File: src/hw/rtl/tdu_pkg.sv
package tdu_pkg;

  // field widths
  localparam int OPCODE_W = 3;
  localparam int SEC_W    = 63;
  localparam int MICRO_W  = 20;
  localparam int DIFF_W   = 64;

  // opcode layout: bit 0 set selects unsigned mode, bits 2:1 select the unit
  localparam int OP_UNSIGNED_BIT = 0;
  localparam int OP_UNIT_LSB     = 1;

  // scale factors
  localparam logic [19:0] USEC_PER_SEC  = 20'd1000000;
  localparam logic [9:0]  USEC_PER_MSEC = 10'd1000;

  // seconds gap bits that can reach the multipliers once the limit check passed
  localparam int USEC_GAP_W = 45;
  localparam int MSEC_GAP_W = 55;

  // floor division by 1000 through a reciprocal, exact for 20-bit inputs
  localparam int          MSEC_W        = 11;
  localparam int          DIV_PROD_W    = 42;
  localparam int          DIV1000_SHIFT = 31;
  localparam logic [21:0] DIV1000_MUL   = 22'd2147484;

  // micro term, signed, and the lowest value that still fits after a borrow
  localparam int                 TERM_W        = 21;
  localparam logic signed [20:0] TERM_MIN_USEC = -21'sd1000000;
  localparam logic signed [20:0] TERM_MIN_MSEC = -21'sd1000;

  typedef enum logic [1:0] {
    UNIT_USEC = 2'd0,
    UNIT_MSEC = 2'd1,
    UNIT_SEC  = 2'd2
  } unit_e;

  typedef enum logic [2:0] {
    RES_CALC = 3'd0,
    RES_ZERO = 3'd1,
    RES_UMAX = 3'd2,
    RES_SMAX = 3'd3,
    RES_SMIN = 3'd4
  } res_sel_e;

  typedef struct packed {
    logic [OPCODE_W-1:0] opcode;
    logic [SEC_W-1:0]    first_seconds;
    logic [MICRO_W-1:0]  first_micros;
    logic [SEC_W-1:0]    second_seconds;
    logic [MICRO_W-1:0]  second_micros;
  } in_t;

  typedef struct packed {
    res_sel_e           sel;
    logic               neg;
    logic               sgn;
    unit_e              unit;
    logic [SEC_W-1:0]   gap;
    logic [MICRO_W-1:0] x1;
    logic [MICRO_W-1:0] x2;
  } s1_t;

  typedef struct packed {
    res_sel_e                  sel;
    logic                      neg;
    logic                      sgn;
    logic [DIFF_W-1:0]         prod;
    logic signed [TERM_W-1:0]  term;
    logic                      under;
  } s2_t;

  typedef struct packed {
    res_sel_e          sel;
    logic              neg;
    logic [DIFF_W-1:0] mag;
  } s3_t;

  function automatic logic [MSEC_W-1:0] div_1000(input logic [MICRO_W-1:0] x);
    logic [DIV_PROD_W-1:0] p;
    p = DIV_PROD_W'(x) * DIV_PROD_W'(DIV1000_MUL);
    return p[DIV1000_SHIFT +: MSEC_W];
  endfunction

endpackage

File: src/hw/rtl/timestamp_difference_unit_core.sv
// channel  | direction | handshake                | payload
// ---------+-----------+--------------------------+-------------------------------------------
// input    | in        | in_valid_i / in_stall_o  | opcode, first/second seconds and micros
// output   | out       | out_valid_o / out_stall_i| difference
//
// One transaction per cycle sustained while out_stall_i stays low; a result passes
// through the five register levels (input, compare, scale, clamp, output) in order.
// Reset clears only the valid bits of the five levels.
// An output stall holds the output register; empty levels keep filling, and
// in_stall_o rises only once every level holds a transaction.
module timestamp_difference_unit_core #(
  parameter int RESULT_BITS = 64
) (
  input  logic                        clk_i,
  input  logic                        rst_ni,
  input  logic                        in_valid_i,
  output logic                        in_stall_o,
  input  logic [tdu_pkg::OPCODE_W-1:0] opcode_i,
  input  logic [tdu_pkg::SEC_W-1:0]   first_seconds_i,
  input  logic [tdu_pkg::MICRO_W-1:0] first_micros_i,
  input  logic [tdu_pkg::SEC_W-1:0]   second_seconds_i,
  input  logic [tdu_pkg::MICRO_W-1:0] second_micros_i,
  output logic                        out_valid_o,
  input  logic                        out_stall_i,
  output logic [tdu_pkg::DIFF_W-1:0]  difference_o
);
  import tdu_pkg::*;

  localparam int NUM_STAGES = 5;

  logic [NUM_STAGES-1:0] v_d, v_q;
  logic [NUM_STAGES-1:0] rdy;
  in_t                   in_q;
  s1_t                   s1;
  s2_t                   s2;

  // a level can load when it is empty or the next one loads
  always_comb begin
    rdy[NUM_STAGES-1] = ~v_q[NUM_STAGES-1] | ~out_stall_i;
    for (int k = NUM_STAGES - 2; k >= 0; k--) begin
      rdy[k] = ~v_q[k] | rdy[k+1];
    end
  end

  // valid bits move along with their transaction
  always_comb begin
    v_d[0] = rdy[0] ? in_valid_i : v_q[0];
    for (int k = 1; k < NUM_STAGES; k++) begin
      v_d[k] = rdy[k] ? v_q[k-1] : v_q[k];
    end
  end

  always_ff @(posedge clk_i or negedge rst_ni) begin
    if (!rst_ni) begin
      v_q <= '0;
    end else begin
      v_q <= v_d;
    end
  end

  // input register
  always_ff @(posedge clk_i) begin
    if (rdy[0]) begin
      in_q.opcode         <= opcode_i;
      in_q.first_seconds  <= first_seconds_i;
      in_q.first_micros   <= first_micros_i;
      in_q.second_seconds <= second_seconds_i;
      in_q.second_micros  <= second_micros_i;
    end
  end

  tdu_compare #(
    .RESULT_BITS(RESULT_BITS)
  ) u_compare (
    .clk_i(clk_i),
    .en_i (rdy[1]),
    .in_i (in_q),
    .s1_o (s1)
  );

  tdu_scale u_scale (
    .clk_i(clk_i),
    .en_i (rdy[2]),
    .s1_i (s1),
    .s2_o (s2)
  );

  tdu_finish #(
    .RESULT_BITS(RESULT_BITS)
  ) u_finish (
    .clk_i       (clk_i),
    .clamp_en_i  (rdy[3]),
    .out_en_i    (rdy[4]),
    .s2_i        (s2),
    .difference_o(difference_o)
  );

  assign in_stall_o  = ~rdy[0];
  assign out_valid_o = v_q[NUM_STAGES-1];

endmodule

File: src/hw/rtl/tdu_compare.sv
module tdu_compare #(
  parameter int RESULT_BITS = 64
) (
  input  logic         clk_i,
  input  logic         en_i,
  input  tdu_pkg::in_t in_i,
  output tdu_pkg::s1_t s1_o
);
  import tdu_pkg::*;

  localparam logic [DIFF_W-1:0] U_MAX = DIFF_W'((65'd1 << RESULT_BITS) - 65'd1);
  localparam logic [DIFF_W-1:0] S_MAX = U_MAX >> 1;
  localparam logic [DIFF_W-1:0] LIM_US_S = S_MAX / DIFF_W'(USEC_PER_SEC) - 64'd1;
  localparam logic [DIFF_W-1:0] LIM_US_U = U_MAX / DIFF_W'(USEC_PER_SEC) - 64'd1;
  localparam logic [DIFF_W-1:0] LIM_MS_S = S_MAX / DIFF_W'(USEC_PER_MSEC) - 64'd1;
  localparam logic [DIFF_W-1:0] LIM_MS_U = U_MAX / DIFF_W'(USEC_PER_MSEC) - 64'd1;
  localparam logic [DIFF_W-1:0] LIM_SEC_S = S_MAX - 64'd1;
  localparam logic [DIFF_W-1:0] LIM_SEC_U = U_MAX;

  s1_t               s1_d, s1_q;
  logic              sgn;
  unit_e             unit;
  logic              sec_eq, a_gt_b, au_ge;
  logic [SEC_W-1:0]  gap;
  logic [MICRO_W-1:0] dmu;
  logic [DIFF_W-1:0] lim;
  logic              over;

  // seconds compare and gap, micro distance
  assign sgn    = ~in_i.opcode[OP_UNSIGNED_BIT];
  assign unit   = unit_e'(in_i.opcode[OP_UNIT_LSB +: 2]);
  assign sec_eq = in_i.first_seconds == in_i.second_seconds;
  assign a_gt_b = in_i.first_seconds > in_i.second_seconds;
  assign gap    = a_gt_b ? in_i.first_seconds - in_i.second_seconds
                         : in_i.second_seconds - in_i.first_seconds;
  assign au_ge  = in_i.first_micros >= in_i.second_micros;
  assign dmu    = au_ge ? in_i.first_micros - in_i.second_micros
                        : in_i.second_micros - in_i.first_micros;

  // saturation limit on the seconds gap
  always_comb begin
    unique case (unit)
      UNIT_USEC: lim = sgn ? LIM_US_S : LIM_US_U;
      UNIT_MSEC: lim = sgn ? LIM_MS_S : LIM_MS_U;
      UNIT_SEC:  lim = sgn ? LIM_SEC_S : LIM_SEC_U;
      default:   lim = '0;
    endcase
  end

  assign over = {1'b0, gap} > lim;

  // classify the transaction and pick the operands for the scale stage
  always_comb begin
    s1_d.sel  = RES_CALC;
    s1_d.neg  = 1'b0;
    s1_d.sgn  = sgn;
    s1_d.unit = unit;
    s1_d.gap  = gap;
    s1_d.x1   = a_gt_b ? in_i.first_micros : in_i.second_micros;
    s1_d.x2   = a_gt_b ? in_i.second_micros : in_i.first_micros;
    priority if (unit != UNIT_USEC && unit != UNIT_MSEC && unit != UNIT_SEC) begin
      s1_d.sel = RES_ZERO;
    end else if (sec_eq) begin
      // same second: only the micro distance counts
      s1_d.gap = '0;
      s1_d.x1  = dmu;
      s1_d.x2  = '0;
      if (unit == UNIT_SEC) begin
        s1_d.sel = RES_ZERO;
      end else if (!au_ge) begin
        if (!sgn) s1_d.sel = RES_ZERO;
        else      s1_d.neg = 1'b1;
      end
    end else if (!sgn && !a_gt_b) begin
      s1_d.sel = RES_ZERO;
    end else if (over) begin
      if (!sgn)        s1_d.sel = RES_UMAX;
      else if (a_gt_b) s1_d.sel = RES_SMAX;
      else             s1_d.sel = RES_SMIN;
    end else begin
      s1_d.neg = sgn & ~a_gt_b;
    end
  end

  always_ff @(posedge clk_i) begin
    if (en_i) s1_q <= s1_d;
  end

  assign s1_o = s1_q;

endmodule

File: src/hw/rtl/tdu_scale.sv
module tdu_scale (
  input  logic         clk_i,
  input  logic         en_i,
  input  tdu_pkg::s1_t s1_i,
  output tdu_pkg::s2_t s2_o
);
  import tdu_pkg::*;

  s2_t                s2_d, s2_q;
  logic [DIFF_W:0]    prod_us, prod_ms;
  logic [MSEC_W-1:0]  d1, d2;

  // gap times the unit scale, only the low gap bits can survive the limit check
  assign prod_us = (DIFF_W+1)'(s1_i.gap[USEC_GAP_W-1:0]) * (DIFF_W+1)'(USEC_PER_SEC);
  assign prod_ms = (DIFF_W+1)'(s1_i.gap[MSEC_GAP_W-1:0]) * (DIFF_W+1)'(USEC_PER_MSEC);

  // each micro part floored to milliseconds
  assign d1 = div_1000(s1_i.x1);
  assign d2 = div_1000(s1_i.x2);

  // a borrowed second is folded into a negative micro term
  always_comb begin
    s2_d.sel = s1_i.sel;
    s2_d.neg = s1_i.neg;
    s2_d.sgn = s1_i.sgn;
    unique case (s1_i.unit)
      UNIT_USEC: begin
        s2_d.prod  = prod_us[DIFF_W-1:0];
        s2_d.term  = signed'(TERM_W'(s1_i.x1)) - signed'(TERM_W'(s1_i.x2));
        s2_d.under = s2_d.term < TERM_MIN_USEC;
      end
      UNIT_MSEC: begin
        s2_d.prod  = prod_ms[DIFF_W-1:0];
        s2_d.term  = signed'(TERM_W'(d1)) - signed'(TERM_W'(d2));
        s2_d.under = s2_d.term < TERM_MIN_MSEC;
      end
      default: begin
        s2_d.prod  = DIFF_W'(s1_i.gap);
        s2_d.term  = '0;
        s2_d.under = 1'b0;
      end
    endcase
  end

  always_ff @(posedge clk_i) begin
    if (en_i) s2_q <= s2_d;
  end

  assign s2_o = s2_q;

endmodule

File: src/hw/rtl/tdu_finish.sv
module tdu_finish #(
  parameter int RESULT_BITS = 64
) (
  input  logic                       clk_i,
  input  logic                       clamp_en_i,
  input  logic                       out_en_i,
  input  tdu_pkg::s2_t               s2_i,
  output logic [tdu_pkg::DIFF_W-1:0] difference_o
);
  import tdu_pkg::*;

  localparam logic [DIFF_W-1:0] U_MAX = DIFF_W'((65'd1 << RESULT_BITS) - 65'd1);
  localparam logic [DIFF_W-1:0] S_MAX = U_MAX >> 1;

  s3_t               s3_d, s3_q;
  logic [DIFF_W:0]   sum;
  logic [DIFF_W-1:0] cap;
  logic [DIFF_W-1:0] diff_d, diff_q;

  // add the micro term and clamp to the mode maximum
  assign sum = {1'b0, s2_i.prod} + (DIFF_W+1)'(s2_i.term);
  assign cap = s2_i.sgn ? S_MAX : U_MAX;

  always_comb begin
    s3_d.sel = s2_i.sel;
    s3_d.neg = s2_i.neg;
    priority if (sum[DIFF_W]) begin
      // a total below zero wraps around the 64-bit range before the clamp
      s3_d.mag = (sum[DIFF_W-1:0] > cap) ? cap : sum[DIFF_W-1:0];
    end else if (s2_i.under || sum > {1'b0, cap}) begin
      s3_d.mag = cap;
    end else begin
      s3_d.mag = sum[DIFF_W-1:0];
    end
  end

  always_ff @(posedge clk_i) begin
    if (clamp_en_i) s3_q <= s3_d;
  end

  // sign and saturation patterns
  always_comb begin
    unique case (s3_q.sel)
      RES_CALC: diff_d = (s3_q.neg ? (DIFF_W'(0) - s3_q.mag) : s3_q.mag) & U_MAX;
      RES_ZERO: diff_d = '0;
      RES_UMAX: diff_d = U_MAX;
      RES_SMAX: diff_d = S_MAX;
      RES_SMIN: diff_d = S_MAX + DIFF_W'(1);
      default:  diff_d = '0;
    endcase
  end

  always_ff @(posedge clk_i) begin
    if (out_en_i) diff_q <= diff_d;
  end

  assign difference_o = diff_q;

endmodule

File: config.mk
export PLATFORM = sky130hd
export DESIGN_NAME = timestamp_difference_unit_core
export DESIGN_NICKNAME = d
export VERILOG_FILES = /design/src/hw/rtl/tdu_pkg.sv /design/src/hw/rtl/timestamp_difference_unit_core.sv /design/src/hw/rtl/tdu_compare.sv /design/src/hw/rtl/tdu_scale.sv /design/src/hw/rtl/tdu_finish.sv
export SDC_FILE = /design/constraint.sdc
export NUM_CORES = 2
export LEC_CHECK = 0
export ABC_AREA = 1
export BUFFER_PORTS_ARGS = -buffer_cell sky130_fd_sc_hd__buf_2
export CORE_MARGIN = 2
export CORE_UTILIZATION = 45
export DETAILED_ROUTE_END_ITERATION = 6
export PLACE_DENSITY = 0.65
export SKIP_CTS_REPAIR_TIMING = 1
export SLEW_MARGIN = 30
export SYNTH_ARGS = -nofsm -noshare
export SYNTH_HDL_FRONTEND = slang
export SYNTH_HIERARCHICAL = 1
export SYNTH_SLANG_ARGS = --single-unit
File: constraint.sdc
create_clock -name clk_i -period 12.3 [get_ports clk_i]
set_clock_uncertainty 0.2 [all_clocks]
set_input_delay 2.46 -clock clk_i [delete_from_list [all_inputs] [get_ports clk_i]]
set_output_delay 2.46 -clock clk_i [all_outputs]
set_load 0.005 [all_outputs]
==> metrics.txt <==
# TYPE chip_impl_metric gauge
chip_impl_metric{name="layout-drive-gt1-share",unit="%"} 6.04
chip_impl_metric{name="maxSlewViolCount",unit=""} 0
chip_impl_metric{name="full_die_area",unit="um2"} 174000
chip_impl_info{name="min_to",value="u_finish/s3_q[65]"} 1
chip_impl_metric{name="design.final.nets",unit=""} 12900
chip_impl_metric{name="place_hpwl",unit="um"} 235000
chip_impl_metric{name="cap_violations",unit=""} 0
chip_impl_info{name="path_category_of_the_worst_min_delay_check",value="flop to flop"} 1
chip_impl_info{name="critical_path.most_common_cell",value="nand2_1"} 1
chip_impl_info{name="outcome",value="finished, violations left"} 1
chip_impl_metric{name="cts_made_buffers",unit=""} 61
chip_impl_info{name="crit_path_top_delay_cell",value="edfxtp_1"} 1
chip_impl_metric{name="wire_length_of_the_first_global_routing_pass",unit="um"} 412000
chip_impl_info{name="synth_top_area_cell",value="edfxtp_1"} 1
chip_impl_metric{name="worst-path-max-fanout",unit=""} 9
chip_impl_info{name="violations",value="design-rule violations"} 1
chip_impl_info{name="ys_top_cells_by_area",value="edfxtp_1, nand2_1, ha_1"} 1
chip_impl_metric{name="syn-num-nets",unit=""} 12700
chip_impl_info{name="synth_flop_cell",value="edfxtp_1"} 1
chip_impl_info{name="worst_setup_path_start_kind",value="flop"} 1
chip_impl_metric{name="detailroute.via_count",unit=""} 70400
chip_impl_metric{name="num_io_pins",unit=""} 239
chip_impl_metric{name="post_drt_via_cell_ratio",unit=""} 5.22
chip_impl_metric{name="post_synth.cell_area_avg",unit="um2"} 7.02
chip_impl_metric{name="violation_count_after_the_first_detailed_routing_iteration",unit=""} 5407
chip_impl_metric{name="rows",unit=""} 151
chip_impl_metric{name="tritoncts_num_sinks",unit=""} 507
chip_impl_info{name="crit-reg2reg-launch",value="u_compare/s1_o[22]"} 1
chip_impl_metric{name="drc_violation_count_after_routing",unit=""} 2
chip_impl_metric{name="number_of_nets_with_antenna_violations_after_detailed_routing",unit=""} 0
chip_impl_metric{name="cts.htree.levels",unit=""} 2
chip_impl_metric{name="grt_remaining_overflow",unit=""} 0
chip_impl_metric{name="initial_core_util",unit="%"} 45.4
chip_impl_metric{name="yosys_register_bits",unit=""} 507
chip_impl_metric{name="final.fill_count",unit=""} 17400
chip_impl_info{name="path_class",value="flop to flop"} 1
chip_impl_info{name="clk_root_buffer_cell",value="clkbuf_16"} 1
chip_impl_metric{name="antenna_found_initial",unit=""} 13
chip_impl_metric{name="grt_usage",unit="%"} 31.1
chip_impl_metric{name="grt_max_degree",unit=""} 86
chip_impl_metric{name="fp.coreArea",unit="um2"} 170000
chip_impl_metric{name="number_of_synthesized_flops_with_an_enable_pin",unit=""} 502
chip_impl_metric{name="path_clk_slew",unit="ns"} 0.06
chip_impl_metric{name="synth.distinct_cells",unit=""} 68
chip_impl_metric{name="setup_viol_count_final",unit=""} 0
chip_impl_metric{name="chipHeight",unit="um"} 418
chip_impl_metric{name="timing.critical_path.required",unit="ns"} 12.51
chip_impl_info{name="worstReg2RegEnd",value="u_scale/s2_o[12]"} 1
chip_impl_metric{name="fin_crit_sh",unit="%"} 58.9
chip_impl_metric{name="die_width",unit="um"} 418
chip_impl_metric{name="top_area_cell_type_share_of_the_netlist_area",unit="%"} 19.6
chip_impl_metric{name="firstDrtPassIters",unit=""} 7
chip_impl_info{name="clock_tree_from_tritoncts",value="done"} 1
chip_impl_metric{name="io_buffers",unit=""} 238
chip_impl_info{name="worstSetupStartpoint",value="u_compare/s1_o[22]"} 1
chip_impl_info{name="worstHoldStart",value="u_scale/s2_o[88]"} 1
chip_impl_metric{name="slew-limit-headroom",unit="%"} 26.2
chip_impl_metric{name="finalHoldViolations",unit=""} 0
chip_impl_metric{name="cts_max_path_buffers",unit=""} 3
chip_impl_metric{name="synthesized_instance_count",unit=""} 11000
chip_impl_info{name="grt_setup_unrepaired",value="no"} 1
chip_impl_metric{name="route.detailed.wl_per_inst",unit="um"} 20.2
chip_impl_metric{name="worst_slew_pin_slew",unit="ns"} 1.10
chip_impl_metric{name="multi_input_logic_area",unit="um2"} 51600
chip_impl_metric{name="first_global_vias",unit=""} 70500
chip_impl_metric{name="worst_ep_arrival_time",unit="ns"} 7.46
chip_impl_metric{name="ys_warn_count",unit=""} 6
chip_impl_metric{name="period_needed",unit="ns"} 7.25
chip_impl_metric{name="timing.setup.tns",unit="ns"} 0
chip_impl_metric{name="area_growth",unit="%"} 7.60
chip_impl_metric{name="reg2reg_slack",unit="ns"} 5.05
chip_impl_metric{name="synth.yosys.seq_area_share",unit="%"} 19.8
chip_impl_info{name="worstSetupEndpointType",value="flop"} 1
chip_impl_metric{name="post_synth_instance_area",unit="um2"} 76900
chip_impl_metric{name="clk-insertion-delay-late",unit="ns"} 0.72
chip_impl_metric{name="critPathMaxStageDelay",unit="ns"} 0.56
chip_impl_metric{name="achievable-frequency",unit="MHz"} 138
chip_impl_metric{name="gpl.final_weighted_congestion",unit=""} 1.03
chip_impl_metric{name="regArea",unit="um2"} 15200
chip_impl_metric{name="drt_wl_total",unit="um"} 272000
chip_impl_metric{name="asyncSetResetFlopFracSynth",unit="%"} 0.986
chip_impl_metric{name="whs_path_depth",unit=""} 0
chip_impl_metric{name="worst-r2r-cell-count",unit=""} 33
[through the flow]
step / instances / hold WS [ns] / utilization [%] / setup slack [ns] / area (um2)
2_1_floorplan: 11000 / 0.200 / - / 4.15 / 76900
3_3_place_gp: 13400 / 0.210 / 47.6 / 5.10 / 80700
3_5_place_dp: 13400 / 0.207 / 47.6 / 5.10 / 80700
4_1_cts: 13500 / 0.229 / 48.8 / 5.06 / 82800
5_1_grt: 13500 / 0.239 / 48.8 / 4.58 / 82800
6_report: 13500 / 0.227 / 48.8 / 5.05 / 82800
[critical path, delay by kind of cell, from the launching register on]
kind,cells,cell delay (ns)
buffers and inverters,5,0.33
adder cells (fa/ha/maj),9,3.67
AO/OA/AOI/OAI,3,0.58
AND/OR/NAND/NOR,16,1.62
flip-flops,1,0.56
[placed cells by master, fill, tap and decap left out, types with 238 or more instances in the layout]
cell type,instances
nand2_1,3297
inv_1,2505
ha_1,977
nor2_1,690
fa_1,544
a21oi_1,524
nand3_1,510
edfxtp_1,502
o21ai_0,307
buf_2,238
[metal layers]
layer | track usage (%) | wire length [um]
met2 | 53.8 | 128000
met3 | 3.57 | 15300
met5 | 0 | 0
met1 | 38.6 | 113000
met4 | 15.0 | 15600
[cell families (layout without fill, tap and decap cells)]
group,count (synthesis),after routing,share of synthesized area [%]
buffers and inverters,2662,2950,13.2
AO/OA/AOI/OAI,1052,1052,7.47
adder cells (fa/ha/maj),1521,1521,30.0
other,0,2,0
flip-flops,507,507,19.8
XOR/XNOR,145,145,1.65
AND/OR/NAND/NOR,5082,5082,27.9
[cells in the mapped netlist (36+ instances only)]
cell type and number:
buf_2 36, fa_1 544, a21oi_1 524, nand2_2 77, xnor2_1 41, nor3_1 90
nor2_1 690, nand2_1 3300, clkbuf_1 52, xor2_1 104, o21bai_1 46, edfxtp_1 502
o21ai_0 307, nand3b_1 38, inv_1 2506, nand3_1 510, nor2_2 72, ha_1 977
inv_2 37, nand4_1 149
[sequential cells by signal, indices dropped and copies added, names as in the netlist]
register               flops
u_finish/s3_q             68
u_compare/s1_o           110
u_finish/difference_o     64
v_q                        5
u_scale/s2_o              91
in_q                     169
[final cells by class]
| class | instances | share of cell area [%] |
|---|---|---|
| Multi-Input combinational cell | 7800 | 62.3 |
| Sequential cell | 507 | 18.4 |
| Inverter | 2551 | 11.6 |
| Tap cell | 2218 | 3.35 |
| Clock buffer | 68 | 1.93 |
| Timing Repair Buffer | 285 | 1.86 |
| Clock inverter | 46 | 0.576 |
| Antenna cell | 2 | 0.00604 |
[worst max path at each step]
stage / slack (ns) / depth (start not counted) / to
floorplan: 4.15 / 4 / in_stall_o
global placement: 5.10 / 30 / u_scale/s2_o[14]
detailed placement: 5.10 / 30 / u_scale/s2_o[20]
CTS: 5.06 / 30 / u_scale/s2_o[20]
global route: 4.58 / 29 / u_scale/s2_o[12]
finish: 5.05 / 33 / u_scale/s2_o[12]
Power is not shown: default switching activity piles up to over one toggle a cycle in this logic, so the estimate is an artifact.
